[config.mk]
export PLATFORM = sky130hd
export DESIGN_NAME = trial_division_prime_test_unit
export DESIGN_NICKNAME = d
export VERILOG_FILES = /design/src/design/tdpt_pkg.sv /design/src/design/tdpt_rem_unit.sv /design/src/design/trial_division_prime_test_unit.sv
export SDC_FILE = /design/constraint.sdc
export NUM_CORES = 1
export LEC_CHECK = 0
export ABC_CLOCK_PERIOD_IN_PS = 2900
export BUFFER_PORTS_ARGS = -buffer_cell sky130_fd_sc_hd__buf_4
export CAP_MARGIN = 40
export CORE_UTILIZATION = 45
export DETAILED_ROUTE_END_ITERATION = 16
export REMOVE_ABC_BUFFERS = 1
export SLEW_MARGIN = 30
export SYNTH_ARGS = -nofsm -noshare
export SYNTH_HDL_FRONTEND = slang
export SYNTH_SLANG_ARGS = --single-unit
[constraint.sdc]
create_clock -name clk -period 2.9 [get_ports clk]
set_clock_uncertainty 0.15 [all_clocks]
set_input_delay 0.435 -clock clk [delete_from_list [all_inputs] [get_ports clk]]
set_output_delay 0.435 -clock clk [all_outputs]
set_load 0.02 [all_outputs]
[src/design/tdpt_pkg.sv]
// ---------------------------------------------------------------------------
// tdpt_pkg
// Shared widths and control structures for the prime test unit.
// ---------------------------------------------------------------------------
package tdpt_pkg;

	localparam int VALUE_WIDTH = 32;
	localparam int CNT_W       = $clog2(VALUE_WIDTH);
	localparam int SQ_W        = VALUE_WIDTH + 1;

	typedef logic [VALUE_WIDTH-1:0] value_t;
	typedef logic [SQ_W-1:0]        square_t;

	typedef struct packed {
		logic start;
	} rem_ctrl_t;

	typedef struct packed {
		logic busy;
		logic done;
	} rem_stat_t;

endpackage

[src/design/tdpt_rem_unit.sv]
// ---------------------------------------------------------------------------
// tdpt_rem_unit
// Bit-serial restoring remainder: one dividend bit per cycle, one
// subtract-and-compare shared over all steps.
// ---------------------------------------------------------------------------
module tdpt_rem_unit (
	input  logic                clk,
	input  logic                arst_n,
	input  tdpt_pkg::rem_ctrl_t ctrl,
	input  tdpt_pkg::value_t    dividend,
	input  tdpt_pkg::value_t    divisor,
	output tdpt_pkg::rem_stat_t stat,
	output tdpt_pkg::value_t    remainder
);

	tdpt_pkg::value_t                 dividend_q;
	tdpt_pkg::value_t                 divisor_q;
	tdpt_pkg::value_t                 rem_q;
	logic [tdpt_pkg::CNT_W-1:0]       cnt_q;
	logic                             busy_q;
	logic                             done_q;
	logic [tdpt_pkg::VALUE_WIDTH:0]   trial;
	logic [tdpt_pkg::VALUE_WIDTH:0]   diff;
	logic                             fits;
	logic                             last_step;

	assign trial = {rem_q, dividend_q[tdpt_pkg::VALUE_WIDTH-1]};
	assign diff  = trial - {1'b0, divisor_q};
	assign fits  = (trial >= {1'b0, divisor_q});

	assign last_step = busy_q && !ctrl.start &&
	                   (cnt_q == tdpt_pkg::CNT_W'(tdpt_pkg::VALUE_WIDTH - 1));

	always_ff @(posedge clk or negedge arst_n) begin
		if (!arst_n) begin
			busy_q <= 1'b0;
			done_q <= 1'b0;
			cnt_q  <= '0;
		end else begin
			done_q <= last_step;
			if (ctrl.start) begin
				busy_q <= 1'b1;
				cnt_q  <= '0;
			end else if (busy_q) begin
				cnt_q <= cnt_q + tdpt_pkg::CNT_W'(1);
				if (last_step) begin
					busy_q <= 1'b0;
				end
			end
		end
	end

	always_ff @(posedge clk) begin
		if (ctrl.start) begin
			dividend_q <= dividend;
			divisor_q  <= divisor;
			rem_q      <= '0;
		end else if (busy_q) begin
			dividend_q <= dividend_q << 1;
			rem_q      <= fits ? diff[tdpt_pkg::VALUE_WIDTH-1:0]
			                   : trial[tdpt_pkg::VALUE_WIDTH-1:0];
		end
	end

	assign stat.busy = busy_q;
	assign stat.done = done_q;
	assign remainder = rem_q;

endmodule

[src/design/trial_division_prime_test_unit.sv]
// ---------------------------------------------------------------------------
// trial_division_prime_test_unit
// Trial division primality test of one unsigned candidate per transfer.
// ---------------------------------------------------------------------------
// Input channel: candidate with in_valid / in_stall. A candidate is taken
// only while the unit is idle; in_stall stays high from the transfer until
// the answer has moved into the output register.
// Output channel: is_prime with out_valid / out_stall, one result per
// candidate, held in an output register for as long as out_stall is high.
// Divisors 2, 3, 4, ... are tried while the divisor squared does not exceed
// the candidate; the square is kept up to date by one add per divisor.
// Each divisor passes through a check step, a start step and the bit steps
// of the bit-serial remainder unit (one dividend bit per cycle).
// Candidates 0 and 1 go straight to the result; 2 and 3 need a single
// check step and no division.
// The next candidate can be taken in the cycle after the result is loaded.
// A stalled receiver holds a finished answer inside the unit until the
// output register is free.
// Reset (arst_n low) clears the sequencer and drops out_valid; no clearing
// pass is needed afterwards.
// ---------------------------------------------------------------------------
module trial_division_prime_test_unit (
	input  logic             clk,
	input  logic             arst_n,
	input  tdpt_pkg::value_t candidate,
	input  logic             in_valid,
	output logic             in_stall,
	output logic             is_prime,
	output logic             out_valid,
	input  logic             out_stall
);

	typedef enum logic [1:0] {
		ST_IDLE,
		ST_CHECK,
		ST_DIVIDE,
		ST_DONE
	} state_t;

	state_t               state_q;
	tdpt_pkg::value_t     n_q;
	tdpt_pkg::value_t     d_q;
	tdpt_pkg::square_t    sq_q;
	logic                 prime_q;
	logic                 out_valid_q;
	logic                 is_prime_q;
	tdpt_pkg::rem_ctrl_t  rem_ctrl_q;
	tdpt_pkg::rem_stat_t  rem_stat;
	tdpt_pkg::value_t     remainder;
	logic                 past_root;
	logic                 out_load;

	tdpt_rem_unit u_rem (
		.clk       (clk),
		.arst_n    (arst_n),
		.ctrl      (rem_ctrl_q),
		.dividend  (n_q),
		.divisor   (d_q),
		.stat      (rem_stat),
		.remainder (remainder)
	);

	// stop once the divisor squared passes the candidate
	assign past_root = (sq_q > {1'b0, n_q});
	assign out_load  = (state_q == ST_DONE) && (!out_valid_q || !out_stall);

	always_ff @(posedge clk or negedge arst_n) begin
		if (!arst_n) begin
			state_q     <= ST_IDLE;
			n_q         <= '0;
			d_q         <= '0;
			sq_q        <= '0;
			prime_q     <= 1'b0;
			out_valid_q <= 1'b0;
			is_prime_q  <= 1'b0;
			rem_ctrl_q  <= '0;
		end else begin
			rem_ctrl_q.start <= (state_q == ST_CHECK) && !past_root;
			// hold a stalled result, drop it once transferred
			out_valid_q      <= out_load || (out_valid_q && out_stall);
			unique case (state_q)
				ST_IDLE: begin
					if (in_valid) begin
						n_q  <= candidate;
						d_q  <= tdpt_pkg::VALUE_WIDTH'(2);
						sq_q <= tdpt_pkg::SQ_W'(4);
						if (candidate < tdpt_pkg::VALUE_WIDTH'(2)) begin
							prime_q <= 1'b0;
							state_q <= ST_DONE;
						end else begin
							state_q <= ST_CHECK;
						end
					end
				end
				ST_CHECK: begin
					if (past_root) begin
						prime_q <= 1'b1;
						state_q <= ST_DONE;
					end else begin
						state_q <= ST_DIVIDE;
					end
				end
				ST_DIVIDE: begin
					if (rem_stat.done) begin
						if (remainder == '0) begin
							prime_q <= 1'b0;
							state_q <= ST_DONE;
						end else begin
							// (d+1)^2 = d^2 + 2d + 1
							sq_q    <= sq_q + {d_q, 1'b1};
							d_q     <= d_q + tdpt_pkg::VALUE_WIDTH'(1);
							state_q <= ST_CHECK;
						end
					end
				end
				ST_DONE: begin
					if (out_load) begin
						is_prime_q <= prime_q;
						state_q    <= ST_IDLE;
					end
				end
				default: state_q <= ST_IDLE;
			endcase
		end
	end

	assign in_stall  = (state_q != ST_IDLE);
	assign out_valid = out_valid_q;
	assign is_prime  = is_prime_q;

endmodule

# After elaboration in Yosys (flattened, before gate mapping)
# Cells that the tools add are included.
# totals
inputBits	36
elab_cells	83
output_inout_bits	3
reg_bits	206
# classes
magnitude_cmp	3
mux	29
n_reduce_logical	22
n_eq_ne	11
addsub	4
# ops
cell	n
32-bit 2-to-1 mux	6
33-bit 2-to-1 mux	3
33-bit case mux with 2 select lines	1
32-bit case mux with 2 select lines	1
33-bit adder	1
33-bit by 32-bit greater-or-equal comparator with 1-bit output	1
33-bit by 32-bit greater-than comparator with 1-bit output	1
32-bit by 1-bit adder with 32-bit output (second input constant)	1
32-bit zero test	1
32-bit by 2-bit < comparator with 1-bit output (second input constant)	1
32-bit subtractor	1
2-bit != test (second input constant)	6
2-bit 2-to-1 mux	5
5-bit 2-to-1 mux	2
1-bit 2-to-1 mux	9
2-bit case mux with 4 select lines	1
6-bit AND reduction	1
2-bit nonzero test	3
5-bit by 1-bit adder with 5-bit output (second input constant)	1
5-bit equality test (second input constant)	1
1-bit logical AND	5
2-bit equality test (second input constant)	2
1-bit zero test	4
2-bit AND reduction	2
8 further kinds	9

# Longest topological paths before layout
# logic_depth
depth_word	6
mapped_depth	13
ltp_nobuf	12

# Cells and area by module
# A second synthesis with hierarchy kept.
# hier_totals
hier_cells	1351
hier_area_um2	13036.3
# modules_own_cells
module	area_per_inst_um2	cells_each	n_inst	seq_area_each_um2
trial_division_prime_test_unit	6720.2	747	1	2577.5
tdpt_rem_unit	6316.1	604	1	2737.6

# Worst setup path before layout
# No wires, ideal clock.
# synth_timing
kind	register to register
start	register u_rem.dividend_q[31]
end	register u_rem.rem_q[28], in the netlist u_rem.remainder[28]
path_slack_ns	0.081
setup_ns	0.091
path_buffers	0
period_less_slack_ns	2.819
arrival_ns	2.578
stages_incl_launch_ff	13
path_cell_list	edfxtp_1 inv_1 ha_1 fa_1 nor2b_1 o31a_1 o211ai_1 nand4_1 a41oi_1 o21ai_1 mux2i_1 a31o_2 a311oi_1
# synth_via
elab_chain_cells	2
word_cells_on_any_way	3
cone_classes	add/sub (1); order compare (1); mux (1)
# synth_lines
element	line_no	rtl
start: declaration	tdpt_rem_unit.sv:16	tdpt_pkg::value_t dividend_q;
start signal: assignment	tdpt_rem_unit.sv:55	dividend_q <= dividend;
start signal: assignment	tdpt_rem_unit.sv:59	dividend_q <= dividend_q << 1;
32-bit subtractor / 33-bit by 32-bit greater-or-equal comparator with 1-bit output (equally long branches)	tdpt_rem_unit.sv:28, tdpt_rem_unit.sv:29	
32-bit 2-to-1 mux *	tdpt_rem_unit.sv:60	rem_q <= fits ? diff[tdpt_pkg::VALUE_WIDTH-1:0]
end signal: assignment	tdpt_rem_unit.sv:60	
end: declaration	tdpt_rem_unit.sv:18	tdpt_pkg::value_t rem_q;
# Mark *: on every way between the ends. The rest lies on a longest branch, timed or not.
# A chain may end at the register's enable or synchronous reset.

# Worst setup path in the final report
# layout_timing
start	register u_rem.divisor_q[3]
end	register u_rem.rem_q[31], in the netlist u_rem.remainder[31]
# layout_via
elab_chain_cells	2
word_cells_on_any_way	3
cone_classes	add/sub (1); order compare (1); mux (1)
# layout_lines
element	line_no	rtl
start: declaration	tdpt_rem_unit.sv:17	tdpt_pkg::value_t divisor_q;
start signal: assignment	tdpt_rem_unit.sv:56	divisor_q <= divisor;
32-bit subtractor / 33-bit by 32-bit greater-or-equal comparator with 1-bit output (equally long branches)	tdpt_rem_unit.sv:28, tdpt_rem_unit.sv:29	
32-bit 2-to-1 mux *	tdpt_rem_unit.sv:60	
# Marked as above.

==> flow_metrics.tcl <==
set metrics [dict create \
    outcome "complete, no violations" \
    synth_area_leaders "dfrtp_1 (21%), edfxtp_1 (15%), ha_1 (9.6%)" \
    cp.required_ns 3.19 \
    relSlewSlack_pct 47.4 \
    vias_per_cell 5.43 \
    p_seq_share_pct 29.9 \
    worst_hold_slack_ns 0.0453 \
    drt_wl_total_mm 32.5 \
    grt_setup_unrepaired "true" \
    cts_inserted_buffers 24 \
    rows 61 \
    synth-seq-cells 206 \
    rr_worst_depth 11 \
    n_antenna_cell 0 \
    synth_warnings 0 \
    fin_crit_ns 2.88 \
    r2r_slack_ns 0.02 \
    switchingPower_mw 5.78 \
    synthCells 1373 \
    hold_class "primary input to flip-flop" \
    synthesis.area_um2 12800 \
    die_w_um 171 \
    setup_tns_ns 0 \
    synth.distinct_cells 85 \
    cts_htree_levels 1 \
    cts-root-buf "clkbuf_16" \
    cp-startpoint "u_rem.divisor_q[3]$_DFFE_PP_" \
    yosysSeqAreaShare_pct 41.4 \
    p_sw_share_pct 38.0 \
    hold_path_depth 3 \
    synth_most_common_cell "nand2_1" \
    syn-mean-instance-area_um2 9.35 \
    wl_per_cell_um 16.5 \
    min_period_over_period_pct 99.2 \
    clk_pin_slew_ns 0.06 \
    cp-start-kind "flip-flop" \
    setup_viol 0 \
    r2r-start "u_rem.divisor_q[3]$_DFFE_PP_" \
    vias 10723 \
    p_comb_share_pct 49.3 \
    max_cap_violations 0 \
    timing.rr.end "u_rem.remainder[31]$_SDFFE_PP0P_" \
    grt-ovfl-total 0 \
    start_util_pct 45.9 \
    die_h_um 171 \
    synthTopCellsByCount "nand2_1 (127), nor2_1 (115), dfrtp_1 (110)" \
    dieArea_um2 29200 \
    crit_type "flip-flop to flip-flop" \
    core_um2 27900 \
    grt_pass1_wl_mm 52.7 \
    detailed_place_hpwl_mm 22.9 \
    io_pins 39 \
    gp_congestion 0.886 \
    cp_max_fo 10 \
    firstDrtPassIters 5 \
    pwr-share-clk_pct 20.8 \
    yosys.area.top_type "dfrtp_1" \
    crit_path_end_kind "flip-flop" \
    grt_max_degree 73 \
    cts_sinks 206 \
    power.internal_mw 9.45 \
    clk_latency_ns 0.52 \
    place.port_buffers 38 \
    ant_nets 0 \
    tightest_slew_ns 0.790 \
    synth_enable_flop_cells 64 \
    synth_top_area_share_pct 21.5 \
    synthToLayoutAreaGrowth_pct 26.3 \
    finalNonFillerCells 1973 \
    p_per_area_nw_per_um2 940 \
    vdd_drop_max_uv 668 \
    antenna_found_initial 0 \
    hold_viol 0 \
    grt_util_all_layers_pct 22.6 \
    nets 1713 \
    place_inst 1885 \
    drt_drc_violations_left 0 \
    drive_above_1_share_pct 23.1 \
    ys.flop_type "dfrtp_1" \
    max_freq_mhz 348 \
    grt_pass1_vias 10354 \
    drv_slew 0 \
    cts_tree "yes" \
    leakagePower_nw 7.38 \
    arrival_ns 3.17 \
    drt-initial-drc-count 577 \
    dp_slack_ns -0.0917 \
    clk_path_buf_depth 3 \
    async_reset_ff_share_pct 53.4 \
    worst_slack_ns 0.0235 \
    endpoint "u_rem.remainder[31]$_SDFFE_PP0P_" \
]
==> flip-flops by register name (all words and copies together), names as in the netlist <==
signal and count:
state_q 2, rem_ctrl_q 1, u_rem.dividend_q 32, u_rem.divisor_q 32
u_rem.remainder 32, n_q 32, d_q 32, out_valid 1
u_rem.done_q 1, sq_q 33, prime_q 1, u_rem.busy_q 1
is_prime 1, u_rem.cnt_q 5
==> worst min path at each step <==
stage | start | endpoint | slack [ns]
finish | candidate[16] | n_q[16]$_DFFE_PN0P_ | 0.05
detailed placement | arst_n | d_q[25]$_DFFE_PN0P_ | 0.29
floorplan | arst_n | d_q[0]$_DFFE_PN0P_ | -0.01
global route | candidate[16] | n_q[16]$_DFFE_PN0P_ | 0.06
CTS | candidate[16] | n_q[16]$_DFFE_PN0P_ | 0.05
global placement | arst_n | d_q[26]$_DFFE_PN0P_ | 0.30
==> critical path, stage by stage (launching register included) <==
cell	delay [ns]
edfxtp_1	0.32
inv_1	0.04
ha_1	0.31
o21a_1	0.14
o31a_1	0.21
o221ai_2	0.15
a211oi_2	0.29
o21a_2	0.19
or3_4	0.21
nand2_8	0.11
or4_4	0.52
a41oi_2	0.16
==> timing repair <==
action	in CTS	in global routing
gates resized for setup	15	73
setup endpoints to repair	26	46
cloned	1	0
setup buffers	2	9
hold buffers	32	0
hold endpoints to repair	64	0
pin swaps	6	28
==> power groups by stage <==
stage / clock, mW / combinational [mW] / sequential (mW)
5_1_grt: 3.34 / 8.32 / 4.66
6_report: 3.17 / 7.51 / 4.55
4_1_cts: 3.24 / 7.06 / 4.52
2_1_floorplan: 0 / 4.51 / 4.64
3_3_place_gp: 0 / 6.72 / 4.55
3_5_place_dp: 0 / 6.79 / 4.56
==> stage by stage <==
stage          instance area, um^2  power [mW]  utilization, %
3_5_place_dp                 14500        11.3            52.0
6_report                     16200        15.2            58.0
4_1_cts                      15800        14.8            56.5
2_1_floorplan                12600        9.15               -
3_3_place_gp                 14500        11.3            52.0
5_1_grt                      16200        16.3            58.0
==> final cells by class <==
type                            count  area [um^2]
Multi-Input combinational cell   1014         7330
Sequential cell                   206         5320
Clock buffer                       31          678
Inverter                           96          360
Tap cell                          378          473
Timing Repair Buffer              235         1880
Fill cell                        2461        11700
Clock inverter                     13          158
==> layer usage <==
layer  track usage, %  up-vias  share of wire [%]
li1                 -     5364                  -
met1             31.6     5143                 48
met2             37.8      169                 46
met3             2.08       47                2.9
met4             5.01        0                2.2
met5                0        -                  0
==> placed cells by master, fill, tap and decap left out, drive strengths merged, types with 36 or more instances in the layout <==
cell	instances
buf	203
nor2	117
dfrtp	110
nand3	61
a21o	36
o21ai	106
xor2	46
inv	98
nand2	129
a21oi	66
ha	98
edfxtp	64
==> cell families (layout without fill, tap and decap cells) <==
family | Yosys count | after routing | synth area share, %
xor gates and xnor gates | 72 | 72 | 4.91
adders and majority gates | 100 | 100 | 9.87
DFF | 206 | 206 | 41.4
muxes | 48 | 48 | 4.06
and+or+nand+nor | 450 | 451 | 17.0
AOI/OAI and AO/OA | 343 | 343 | 17.9
buffers and inverters | 154 | 375 | 4.87
Power figures use the tool's default switching activity.
